===== config.mk =====
export PLATFORM = sky130hd
export DESIGN_NAME = pwm_melody_sequencer_top
export DESIGN_NICKNAME = d
export VERILOG_FILES = /design/src/design/pms_pkg.sv /design/src/design/pms_datapath.sv /design/src/design/pms_ctrl.sv /design/src/design/pwm_melody_sequencer_top.sv
export SDC_FILE = /design/constraint.sdc
export NUM_CORES = 2
export LEC_CHECK = 0
export BUFFER_PORTS_ARGS = -buffer_cell sky130_fd_sc_hd__buf_4
export CORE_ASPECT_RATIO = 1.25
export CORE_UTILIZATION = 50
export DETAILED_ROUTE_END_ITERATION = 16
export PLACE_DENSITY = 0.69
export SYNTH_ARGS = -nofsm -noshare
export SYNTH_HDL_FRONTEND = slang
export SYNTH_HIERARCHICAL = 1
export SYNTH_SLANG_ARGS = --single-unit

===== constraint.sdc =====
create_clock -name clk -period 8.7 [get_ports clk]
set_input_delay 0.87 -clock clk [delete_from_list [all_inputs] [get_ports clk]]
set_output_delay 0.87 -clock clk [all_outputs]
set_load 0.02 [all_outputs]

===== src/design/pms_pkg.sv =====
// ============================================================================
// pms_pkg - shared types and constants of the pwm melody sequencer
// Request and response payloads, configuration register codes, the
// controller to datapath command and status groups and the divider sizing.
// ============================================================================
`default_nettype none

package pms_pkg;

    // song table size and derived widths
    localparam int unsigned NOTES    = 64;
    localparam int unsigned NOTE_AW  = $clog2(NOTES);
    localparam int unsigned LEN_W    = 7;

    // timer clock and the fixed dividend of the top computation
    localparam int unsigned CLOCK_HZ = 16000000;
    localparam int unsigned DIVIDEND = CLOCK_HZ * 10 / 2;
    localparam int unsigned DIV_W    = $clog2(DIVIDEND + 1);
    localparam int unsigned DIV_CW   = $clog2(DIV_W);

    // configuration port
    localparam int unsigned CFG_DW   = 16;

    // reset values
    localparam logic [8:0]       VOLUME_RST   = 9'd0;
    localparam logic [LEN_W-1:0] SONG_LEN_RST = 7'd1;
    localparam logic [15:0]      IDLE_TOP_RST = 16'd320;
    localparam logic [2:0]       CH_EN_RST    = 3'd7;
    localparam logic [8:0]       VOLUME_FULL  = 9'd256;

    typedef enum logic [1:0] {
        CFG_VOLUME         = 2'd0,
        CFG_SONG_LENGTH    = 2'd1,
        CFG_IDLE_TOP       = 2'd2,
        CFG_CHANNEL_ENABLE = 2'd3
    } cfg_index_t;

    typedef enum logic [1:0] {
        ACT_TICK  = 2'd0,
        ACT_WRITE = 2'd1,
        ACT_START = 2'd2,
        ACT_STOP  = 2'd3
    } action_t;

    typedef struct packed {
        action_t     action;
        logic [5:0]  note_slot;
        logic [15:0] note_freq;
        logic [15:0] note_ms;
    } req_t;

    typedef struct packed {
        logic [15:0] top;
        logic [15:0] compare;
        logic [2:0]  channel_load;
        logic        counter_clear;
        logic        playing;
        logic [5:0]  note_pos;
        logic        song_done;
    } rsp_t;

    // one song table entry
    typedef struct packed {
        logic [15:0] freq;
        logic [15:0] ms;
    } note_t;

    typedef enum logic [1:0] {
        RD_POS  = 2'd0,
        RD_ZERO = 2'd1,
        RD_NEXT = 2'd2
    } rd_sel_t;

    typedef enum logic [2:0] {
        ST_IDLE   = 3'd0,
        ST_CHECK  = 3'd1,
        ST_FETCH  = 3'd2,
        ST_DIVIDE = 3'd3,
        ST_SCALE  = 3'd4,
        ST_EMIT   = 3'd5
    } state_t;

    typedef struct packed {
        logic    accept;
        logic    note_wr;
        logic    tick_inc;
        logic    restart;
        logic    stop;
        logic    finish;
        logic    advance;
        rd_sel_t rd_sel;
        logic    div_load;
        logic    div_step;
        logic    scale;
        logic    emit;
    } dp_cmd_t;

    typedef struct packed {
        logic active;
        logic expired;
        logic last;
        logic div_done;
        logic out_free;
    } dp_status_t;

endpackage

`default_nettype wire


===== src/design/pms_datapath.sv =====
// ============================================================================
// pms_datapath - song table, play state, top divider and response register
// Holds the note memory, position and elapsed count, the restoring divider
// that turns a note frequency into a timer top, the duty scaling and the
// configuration registers. Acts on commands from the controller.
// ============================================================================
`default_nettype none

module pms_datapath (
    input  logic                        clk,
    input  logic                        rst_n,
    input  pms_pkg::req_t               req,
    input  logic                        rsp_ready,
    output pms_pkg::rsp_t               rsp,
    output logic                        rsp_valid,
    input  logic                        cfg_valid,
    input  pms_pkg::cfg_index_t         cfg_index,
    input  logic [pms_pkg::CFG_DW-1:0]  cfg_data,
    input  pms_pkg::dp_cmd_t            cmd,
    output pms_pkg::dp_status_t         status
);
    import pms_pkg::*;

    // configuration registers
    logic [8:0]        volume_reg;
    logic [LEN_W-1:0]  song_length_reg;
    logic [15:0]       idle_top_reg;
    logic [2:0]        channel_enable_reg;

    // play state
    logic              active_reg,   active_next;
    logic [NOTE_AW-1:0] position_reg, position_next;
    logic [15:0]       elapsed_reg,  elapsed_next;
    logic [15:0]       period_reg,   period_next;
    logic [15:0]       duty_reg,     duty_next;
    logic              loaded_reg,   loaded_next;
    logic              done_reg,     done_next;
    logic              rsp_valid_reg, rsp_valid_next;
    rsp_t              rsp_reg;

    // divider
    logic [DIV_W-1:0]  dq_reg,      dq_next;
    logic [15:0]       rem_reg,     rem_next;
    logic [15:0]       divisor_reg;
    logic [DIV_CW-1:0] div_cnt_reg, div_cnt_next;
    logic [16:0]       rem_shift;
    logic              rem_ge;

    // memory
    note_t             note_mem [NOTES];
    note_t             rd_data_reg;
    logic [NOTE_AW-1:0] rd_addr;

    logic [LEN_W-1:0]  pos_inc;
    logic [LEN_W-1:0]  len;
    logic [15:0]       top_sat;
    logic [8:0]        vol_sat;
    logic [24:0]       product;
    logic [15:0]       idle_top_safe;
    logic              slot_ok;

    assign pos_inc       = LEN_W'(position_reg) + LEN_W'(1);
    assign len           = (song_length_reg > LEN_W'(NOTES)) ? LEN_W'(NOTES)
                                                             : song_length_reg;
    assign slot_ok       = (LEN_W'(req.note_slot) < LEN_W'(NOTES));
    assign idle_top_safe = (idle_top_reg == 16'd0) ? 16'd1 : idle_top_reg;
    assign vol_sat       = (volume_reg > VOLUME_FULL) ? VOLUME_FULL : volume_reg;

    // read address select
    always_comb
    begin
        unique case (cmd.rd_sel)
            RD_ZERO: rd_addr = '0;
            RD_NEXT: rd_addr = pos_inc[NOTE_AW-1:0];
            RD_POS:  rd_addr = position_reg;
            default: rd_addr = position_reg;
        endcase
    end

    // note memory, one write and one registered read port
    always_ff @(posedge clk)
    begin
        if (cmd.note_wr && slot_ok)
        begin
            note_mem[req.note_slot] <= '{freq: req.note_freq, ms: req.note_ms};
        end
        rd_data_reg <= note_mem[rd_addr];
    end

    // restoring divider step, one quotient bit per cycle
    assign rem_shift = {rem_reg, dq_reg[DIV_W-1]};
    assign rem_ge    = (rem_shift >= {1'b0, divisor_reg});

    always_comb
    begin
        dq_next      = dq_reg;
        rem_next     = rem_reg;
        div_cnt_next = div_cnt_reg;
        if (cmd.div_load)
        begin
            dq_next      = DIV_W'(DIVIDEND);
            rem_next     = '0;
            div_cnt_next = '0;
        end
        else if (cmd.div_step)
        begin
            dq_next      = {dq_reg[DIV_W-2:0], rem_ge};
            rem_next     = rem_ge ? 16'(rem_shift - {1'b0, divisor_reg})
                                  : rem_shift[15:0];
            div_cnt_next = div_cnt_reg + DIV_CW'(1);
        end
    end

    // saturate the quotient into the 16 bit top, then scale by volume
    assign top_sat = (|dq_reg[DIV_W-1:16]) ? 16'hFFFF
                   : ((dq_reg[15:0] == 16'd0) ? 16'd1 : dq_reg[15:0]);
    assign product = 25'(top_sat) * 25'(vol_sat);

    // play state update
    always_comb
    begin
        active_next   = active_reg;
        position_next = position_reg;
        elapsed_next  = elapsed_reg;
        period_next   = period_reg;
        duty_next     = duty_reg;
        loaded_next   = loaded_reg;
        done_next     = done_reg;

        if (cmd.accept)
        begin
            loaded_next = 1'b0;
            done_next   = 1'b0;
        end
        if (cmd.tick_inc && (elapsed_reg != 16'hFFFF))
        begin
            elapsed_next = elapsed_reg + 16'd1;
        end
        if (cmd.restart)
        begin
            active_next   = 1'b1;
            position_next = '0;
            loaded_next   = 1'b1;
        end
        if (cmd.advance)
        begin
            position_next = pos_inc[NOTE_AW-1:0];
            loaded_next   = 1'b1;
        end
        if (cmd.stop || cmd.finish)
        begin
            duty_next   = '0;
            period_next = idle_top_safe;
            active_next = 1'b0;
            loaded_next = 1'b1;
            done_next   = cmd.finish ? 1'b1 : active_reg;
        end
        if (cmd.div_load)
        begin
            elapsed_next = '0;
        end
        if (cmd.scale)
        begin
            period_next = top_sat;
            duty_next   = product[23:8];
        end
    end

    // response valid
    always_comb
    begin
        rsp_valid_next = rsp_valid_reg;
        if (cmd.emit)
        begin
            rsp_valid_next = 1'b1;
        end
        else if (rsp_ready)
        begin
            rsp_valid_next = 1'b0;
        end
    end

    // control and state registers
    always_ff @(posedge clk or negedge rst_n)
    begin
        if (!rst_n)
        begin
            volume_reg         <= VOLUME_RST;
            song_length_reg    <= SONG_LEN_RST;
            idle_top_reg       <= IDLE_TOP_RST;
            channel_enable_reg <= CH_EN_RST;
            active_reg         <= 1'b0;
            position_reg       <= '0;
            elapsed_reg        <= '0;
            period_reg         <= IDLE_TOP_RST;
            duty_reg           <= '0;
            loaded_reg         <= 1'b0;
            done_reg           <= 1'b0;
            rsp_valid_reg      <= 1'b0;
            div_cnt_reg        <= '0;
        end
        else
        begin
            if (cfg_valid)
            begin
                unique case (cfg_index)
                    CFG_VOLUME:         volume_reg         <= cfg_data[8:0];
                    CFG_SONG_LENGTH:    song_length_reg    <= cfg_data[LEN_W-1:0];
                    CFG_IDLE_TOP:       idle_top_reg       <= cfg_data[15:0];
                    CFG_CHANNEL_ENABLE: channel_enable_reg <= cfg_data[2:0];
                    default:            volume_reg         <= volume_reg;
                endcase
            end
            active_reg    <= active_next;
            position_reg  <= position_next;
            elapsed_reg   <= elapsed_next;
            period_reg    <= period_next;
            duty_reg      <= duty_next;
            loaded_reg    <= loaded_next;
            done_reg      <= done_next;
            rsp_valid_reg <= rsp_valid_next;
            div_cnt_reg   <= div_cnt_next;
        end
    end

    // divider and response payload registers
    always_ff @(posedge clk)
    begin
        dq_reg  <= dq_next;
        rem_reg <= rem_next;
        if (cmd.div_load)
        begin
            divisor_reg <= rd_data_reg.freq;
        end
        if (cmd.emit)
        begin
            rsp_reg.top           <= period_reg;
            rsp_reg.compare       <= duty_reg;
            rsp_reg.channel_load  <= loaded_reg ? channel_enable_reg : 3'd0;
            rsp_reg.counter_clear <= loaded_reg;
            rsp_reg.playing       <= active_reg;
            rsp_reg.note_pos      <= 6'(position_reg);
            rsp_reg.song_done     <= done_reg;
        end
    end

    assign rsp       = rsp_reg;
    assign rsp_valid = rsp_valid_reg;

    // status to the controller
    assign status.active   = active_reg;
    assign status.expired  = (elapsed_reg >= rd_data_reg.ms);
    assign status.last     = (pos_inc >= len);
    assign status.div_done = (div_cnt_reg == DIV_CW'(DIV_W - 1));
    assign status.out_free = !rsp_valid_reg || rsp_ready;

endmodule

`default_nettype wire


===== src/design/pms_ctrl.sv =====
// ============================================================================
// pms_ctrl - sequencing state machine of the pwm melody sequencer
// Takes one request at a time, steps the datapath through table lookup,
// note expiry check, top division and duty scaling, then posts the response.
// ============================================================================
`default_nettype none

module pms_ctrl (
    input  logic                clk,
    input  logic                rst_n,
    input  logic                req_valid,
    output logic                req_ready,
    input  pms_pkg::req_t       req,
    input  pms_pkg::dp_status_t status,
    output pms_pkg::dp_cmd_t    cmd
);
    import pms_pkg::*;

    state_t state_reg, state_next;

    // state register
    always_ff @(posedge clk or negedge rst_n)
    begin
        if (!rst_n)
        begin
            state_reg <= ST_IDLE;
        end
        else
        begin
            state_reg <= state_next;
        end
    end

    assign req_ready = (state_reg == ST_IDLE);

    // next state and datapath commands
    always_comb
    begin
        state_next = state_reg;
        cmd        = '0;
        cmd.rd_sel = RD_POS;

        unique case (state_reg)
            ST_IDLE:
            begin
                if (req_valid)
                begin
                    cmd.accept = 1'b1;
                    unique case (req.action)
                        ACT_TICK:
                        begin
                            if (status.active)
                            begin
                                cmd.tick_inc = 1'b1;
                                cmd.rd_sel   = RD_POS;
                                state_next   = ST_CHECK;
                            end
                            else
                            begin
                                state_next = ST_EMIT;
                            end
                        end
                        ACT_WRITE:
                        begin
                            cmd.note_wr = 1'b1;
                            state_next  = ST_EMIT;
                        end
                        ACT_START:
                        begin
                            cmd.restart = 1'b1;
                            cmd.rd_sel  = RD_ZERO;
                            state_next  = ST_FETCH;
                        end
                        ACT_STOP:
                        begin
                            cmd.stop   = 1'b1;
                            state_next = ST_EMIT;
                        end
                        default:
                        begin
                            state_next = ST_EMIT;
                        end
                    endcase
                end
            end
            ST_CHECK:
            begin
                if (!status.expired)
                begin
                    state_next = ST_EMIT;
                end
                else if (status.last)
                begin
                    cmd.finish = 1'b1;
                    state_next = ST_EMIT;
                end
                else
                begin
                    cmd.advance = 1'b1;
                    cmd.rd_sel  = RD_NEXT;
                    state_next  = ST_FETCH;
                end
            end
            ST_FETCH:
            begin
                cmd.div_load = 1'b1;
                state_next   = ST_DIVIDE;
            end
            ST_DIVIDE:
            begin
                cmd.div_step = 1'b1;
                if (status.div_done)
                begin
                    state_next = ST_SCALE;
                end
            end
            ST_SCALE:
            begin
                cmd.scale  = 1'b1;
                state_next = ST_EMIT;
            end
            ST_EMIT:
            begin
                if (status.out_free)
                begin
                    cmd.emit   = 1'b1;
                    state_next = ST_IDLE;
                end
            end
            default:
            begin
                state_next = ST_IDLE;
            end
        endcase
    end

endmodule

`default_nettype wire


===== src/design/pwm_melody_sequencer_top.sv =====
// ============================================================================
// pwm_melody_sequencer_top - melody sequencer for a phase-correct pwm timer
// Plays a table of notes by producing timer top and compare values.
// ============================================================================
// Usage:
//   req channel (valid/ready) carries one action: millisecond tick, note
//   write, song start or stop. Every request gives exactly one response on
//   the rsp channel (valid/ready) with the timer top, compare, channel load
//   mask, counter clear, playing flag, note position and song-done flag.
//   cfg channel (valid/ready, always ready) writes volume, song length,
//   idle top and channel enable; write it only while no request is open.
//   One request is in work at a time. A note write, a stop, an idle tick
//   or a tick that keeps the current note skips the divider. A start or a
//   tick that plays a new note reads the table, loads the restoring divider
//   that forms top at one quotient bit per cycle (27 steps at a 16 MHz
//   timer clock) and scales the duty before its response is posted.
//   The response sits in an output register; a new request is taken only
//   after it is posted, and a stalled receiver holds the sequencer in wait.
//   Reset returns to idle with top 320, compare 0 and the register resets;
//   the note table holds no defined contents until written.
// ============================================================================
`default_nettype none

module pwm_melody_sequencer_top (
    input  logic                        clk,
    input  logic                        rst_n,
    input  logic                        req_valid,
    output logic                        req_ready,
    input  pms_pkg::req_t               req,
    output logic                        rsp_valid,
    input  logic                        rsp_ready,
    output pms_pkg::rsp_t               rsp,
    input  logic                        cfg_valid,
    output logic                        cfg_ready,
    input  pms_pkg::cfg_index_t         cfg_index,
    input  logic [pms_pkg::CFG_DW-1:0]  cfg_data
);
    import pms_pkg::*;

    dp_cmd_t    cmd;
    dp_status_t status;

    // configuration writes are always taken
    assign cfg_ready = 1'b1;

    // sequencing control
    pms_ctrl u_ctrl (
        .clk       (clk),
        .rst_n     (rst_n),
        .req_valid (req_valid),
        .req_ready (req_ready),
        .req       (req),
        .status    (status),
        .cmd       (cmd)
    );

    // table, divider and response datapath
    pms_datapath u_datapath (
        .clk       (clk),
        .rst_n     (rst_n),
        .req       (req),
        .rsp_ready (rsp_ready),
        .rsp       (rsp),
        .rsp_valid (rsp_valid),
        .cfg_valid (cfg_valid),
        .cfg_index (cfg_index),
        .cfg_data  (cfg_data),
        .cmd       (cmd),
        .status    (status)
    );

endmodule

`default_nettype wire


; Yosys cells after proc, flatten, opt, wreduce, memory -nomap -nowiden
; Memories as Yosys holds them, arrays and structs flattened. A register that Yosys moved wholly into a read port is not among the register bits.
; Cells that the tools add are included.
[totals]
reg_bits = 204
ramBits = 2048
input_bits = 63
word_cells = 133
memories = 1
[op_classes]
add_sub_neg = 4
mul = 1
magnitude_cmp = 5
n_eq_ne = 18
muxes = 56
n_reduce_logical = 24
[memory_table]
columns = memory, words, width, rd, rd_clocked_by_memory_dff, wr, line_no
row1 = u_datapath.note_mem, 64, 32, 1, 1, 1, pms_datapath.sv:50  ; note_t note_mem [NOTES];
[ops]
columns = op, n
row1 = 16-bit 2-to-1 mux, 10
row2 = 16-bit logical NOT, 2
row3 = 16-bit by 9-bit multiplier with 24-bit output, 1
row4 = 1-bit 2-to-1 mux, 24
row5 = 3-bit 2-to-1 mux, 7
row6 = 5-bit 2-to-1 mux, 4
row7 = 3-bit case mux with 6 select lines, 1
row8 = 17-bit by 16-bit greater-or-equal comparator with 1-bit output, 1
row9 = 16-bit by 1-bit adder with 16-bit output (second input constant), 1
row10 = 16-bit greater-or-equal comparator, 1
row11 = 16-bit != test (second input constant), 1
row12 = 16-bit subtractor, 1
row13 = 2-bit nonzero test, 7
row14 = 6-bit 2-to-1 mux, 2
row15 = 6-bit case mux with 2 select lines, 1
row16 = 11-bit OR reduction, 1
row17 = 2-bit == test (second input constant), 5
row18 = 9-bit > comparator (second input constant), 1
row19 = 9-bit 2-to-1 mux, 1
row20 = 3-bit case mux with 3 select lines, 1
row21 = 2-bit AND reduction, 4
row22 = 6-bit by 1-bit adder with 7-bit output (second input constant), 1
row23 = 7-bit greater-or-equal comparator, 1
row24 = 7-bit > comparator (second input constant), 1
row25 = other kinds (19), 28

; Logic depth before layout (Yosys ltp)
[logic_depth]
word_depth = 9
depth_mapped = 24
mapped_depth_nobuf = 21

; By module
; The synthesis kept the hierarchy.
[modules_own_cells]
columns = module, n_inst, cells_each, area_per_inst_um2, seq_area_each_um2
row1 = pms_datapath, 1, 4678, 91652.9, 67264.5
row2 = pms_ctrl, 1, 49, 350.3, 75.1
row3 = pwm_melody_sequencer_top, 1, 2, 11.3, 0.0

; Worst setup path before layout
; OpenSTA, ideal clock, no wires.
[synth_path]
path_type = flip-flop to flip-flop
startpoint = register u_datapath.dq_reg[17]
endpoint = register u_datapath.duty_reg[14]
setup_time_ps = 121
arrival_time_ps = 6200
required_ps = 8579
setup_slack_ps = 2379
path_stages_with_launch = 25
cell_sequence = dfxtp_1 -> or4_4 -> or3_1 -> clkbuf_1 -> clkbuf_1 -> clkbuf_1 -> nor2_1 -> nor2_1 -> fa_1 -> inv_1 -> fa_1 -> inv_1 -> fa_1 -> inv_1 -> fa_1 -> inv_1 -> ha_1 -> and4b_1 -> nand4_1 -> a211oi_2 -> o21ai_1 -> o41ai_1 -> o21ai_0 -> xnor2_1 -> a22o_1
[synth_via]
elab_chain_len = 4
[synth_rtl]
columns = item, line_no
row1 = start: declaration, pms_datapath.sv:42  ; logic [DIV_W-1:0] dq_reg, dq_next;
row2 = start signal: assignment, pms_datapath.sv:229  ; dq_reg <= dq_next;
row3 = 11-bit OR reduction, pms_datapath.sv:115  ; assign top_sat = (|dq_reg[DIV_W-1:16]) ? 16'hFFFF
row4 = 16-bit 2-to-1 mux, pms_datapath.sv:115
row5 = 16-bit by 9-bit multiplier with 24-bit output, pms_datapath.sv:117  ; assign product = 25'(top_sat) * 25'(vol_sat);
row6 = 16-bit 2-to-1 mux, pms_datapath.sv:162  ; if (cmd.scale)
row7 = end signal: assignment, pms_datapath.sv:218  ; duty_reg <= duty_next;
row8 = end: declaration, pms_datapath.sv:35  ; logic [15:0] duty_reg, duty_next;
; No other way between the ends.
; A chain may end at the register's enable or synchronous reset.

; Worst setup path in the final report
; Same ends and word-level chain as after synthesis.

==> flow_metrics.env <==
export IMPL_critical_path_max_stage_delay_ns=0.72
export IMPL_async_flop_share=0.0442
export IMPL_p_leak_nw=33.5
export IMPL_core_area_um2=182000
export IMPL_drtIter0Drc=4751
export IMPL_holdPathEnd="u_datapath/idle_top_reg[11]$_DFFE_PN0P_"
export IMPL_htree_levels=4
export IMPL_clockBufferDepth=3
export IMPL_vias=47000
export IMPL_worstPathMaxFanout=29
export IMPL_largest_reg_flops=2048
export IMPL_cts_num_sinks=2284
export IMPL_grt_max_degree=79
export IMPL_skew_ns=0.0430
export IMPL_first_pass_iters=5
export IMPL_synthCells=4729
export IMPL_cp_end_kind="flip-flop"
export IMPL_netlist_area_leader_share=0.688
export IMPL_ios=110
export IMPL_period_share=0.811
export IMPL_ys_seq_elements=2284
export IMPL_areaGrowthSynthToFinish_pct=12.4
export IMPL_cts_tree="built"
export IMPL_path_class="reg -> reg"
export IMPL_grt_setup_unrepaired="false"
export IMPL_synth_flop_cell="edfxtp_1"
export IMPL_fin_util=0.567
export IMPL_die_w_um=386
export IMPL_final_hold_viol_count=0
export IMPL_port_buffers=108
export IMPL_ant_nets=0
export IMPL_outcome="complete, no violations"
export IMPL_dp_hpwl_um=125000
export IMPL_clkTransAtPathRegs_ns=0.06
export IMPL_ys_warnings_count=6
export IMPL_avgSynthCellArea_um2=19.5
export IMPL_layout_common_cells="edfxtp_1, mux4_2, nand2_1, buf_4, clkbuf_16"
export IMPL_r2r_start="u_datapath/dq_reg[17]$_SDFFE_PP0P_"
export IMPL_setup_tns_final_ns=0
export IMPL_globalplace_congestion=0.839
export IMPL_fp_dieH_um=482
export IMPL_crit_required_ns=9.42
export IMPL_grt_pass1_vias=47500
export IMPL_ctsResizeCount=0
export IMPL_route_detailed_drc=0
export IMPL_r2r_cells=21
export IMPL_arrival_ns=7.77
export IMPL_antenna_found_initial=15
export IMPL_syn_nets=4973
export IMPL_max_slew_margin=0.164
export IMPL_syn_cell_area_um2=92000
export IMPL_power_mw=33.1
export IMPL_hold_class="in -> reg"
export IMPL_ys_seq_area_frac=0.732
export IMPL_cap_violations=0
export IMPL_power_density_nw_per_um2=320
export IMPL_numCtsBuffers=211
export IMPL_period_minus_slack_ns=7.05
export IMPL_layout_commonest_cell="edfxtp_1"
export IMPL_grt_pass1_wl_um=325000
export IMPL_cts_setup_buffers=0
export IMPL_synthTopCellsByArea="edfxtp_1, mux4_2, dfrtp_1"
export IMPL_root_buffer="clkbuf_16"
export IMPL_final_nets=5182
export IMPL_timing_worst_slew_pin_value_ns=1.25
export IMPL_die_area_um2=186000
export IMPL_peakVddDrop_uv=461
export IMPL_synth_area_leader_cell="edfxtp_1"
export IMPL_cp_start_kind="flip-flop"
export IMPL_final_layout_size_suffix_gt1_frac=0.238
export IMPL_routedWlPerCell_um=29.9
export IMPL_grt_usage=0.244
export IMPL_clk_latency_ns=0.86
export IMPL_startpoint="u_datapath/dq_reg[17]$_SDFFE_PP0P_"
export IMPL_fmax_mhz=142
export IMPL_synth_cell_types=79
export IMPL_drv_slew=0
export IMPL_cp_slowest_cell="or3_1"
export IMPL_num_rows=175
export IMPL_vias_per_cell=6.25
export IMPL_totalWireLength_um=225000
export IMPL_timing_rr_end="u_datapath/duty_reg[14]$_DFFE_PN0P_"
export IMPL_min_from="cfg_data[11]"
export IMPL_r2r_slack_ns=1.65
export IMPL_synth_edf_count=2108
export IMPL_start_util=0.504
export IMPL_overflow=0
export IMPL_path_cells="or4_4 > or3_1 > nor2_1 > nor2_1 > fa_1 > inv_1 > fa_1 > inv_1 > fa_1 > inv_1 > fa_1 > inv_1 > ha_1 > and4b_1 > nand4_1 > a211oi_2 > o21ai_1 > o41ai_1 > o21ai_0 > xnor2_1 > a22o_1"
export IMPL_hold_depth=2
export IMPL_setup_viol=0
synth_stat cells (19+ instances only):
cell type,number
mux4_2,512
o21ai_0,59
a221oi_1,63
nand3_1,23
mux2_2,36
edfxtp_1,2108
fa_1,98
nor2b_1,23
clkbuf_1,117
nor3_1,19
nand2_1,261
dfrtp_1,93
ha_1,83
buf_2,111
a32oi_1,64
nand2b_1,35
nor2_1,243
mux2i_1,115
a22oi_1,100
xnor2_1,29
and3_1,42
a21oi_1,34
inv_1,153
dfxtp_1,75
repair_timing:
action / CTS / global route
endpoints found under the hold margin: 23 / 0
endpoints found under the setup margin: 0 / 0
hold buffers: 1 / 0
per-layer routing:
layer,part of all wire,vias to the layer above,GRT usage
met2,0.51,2036,0.410
met3,0.073,399,0.0395
met4,0.035,14,0.0868
met1,0.38,25100,0.324
met5,0.00044,-,0
li1,-,19500,-
worst max-delay path: cells and delay by family, from the launching register on:
kind / cells / cell delay (ns)
compound gates: 5 / 1.73
xor+xnor: 1 / 0.17
fa+ha+maj: 5 / 2.38
buf+inv: 4 / 0.20
flops: 1 / 0.33
simple gates: 6 / 2.09
logic make-up (layout without fill, tap and decap cells):
family | Yosys count | in the layout | synth area share
mux | 663 | 663 | 0.142
fa+ha+maj | 181 | 181 | 0.0326
simple gates | 744 | 744 | 0.0373
compound gates | 411 | 411 | 0.0333
other cells | 1 | 14 | 0.0000408
buf+inv | 397 | 783 | 0.0180
xor+xnor | 48 | 48 | 0.00465
flops | 2284 | 2284 | 0.732
through the flow:
stage	hold slack (ns)	std cells	worst slack, ns	cell area, µm²
after floorplan	0.386	4729	2.38	92000
after global placement	0.385	7113	1.70	96400
after detailed placement	0.389	7113	1.60	96400
after CTS	0.199	7504	1.56	103000
after global routing	0.233	7506	1.26	103000
final	0.266	7517	1.65	103000
report_power, final:
part	switching (mW)	internal [mW]	total, mW
Clock	4.06	5.12	9.18
Combinational	6.51	4.67	11.2
Sequential	0.274	12.5	12.7
Total	10.8	22.2	33.1
cell type report:
cell class,count,area (µm²)
clock buffers,257,5490
well taps,2389,2990
repair buffers,238,1940
diodes,13,32.5
fillers,13400,79000
multi-input cells,2048,23600
flip-flops and latches,2284,67300
inverters,155,582
clock inverters,133,1410
worst max path at each step:
| stage | end | cells after the start | slack (ns) |
|---|---|---|---|
| floorplan | u_datapath/duty_reg[14]$_DFFE_PN0P_ | 24 | 2.38 |
| global placement | u_datapath/duty_reg[14]$_DFFE_PN0P_ | 21 | 1.70 |
| detailed placement | u_datapath/duty_reg[14]$_DFFE_PN0P_ | 21 | 1.60 |
| CTS | u_datapath/duty_reg[14]$_DFFE_PN0P_ | 21 | 1.56 |
| global route | u_datapath/duty_reg[14]$_DFFE_PN0P_ | 21 | 1.26 |
| finish | u_datapath/duty_reg[14]$_DFFE_PN0P_ | 21 | 1.65 |
Power figures use the tool's default switching activity.
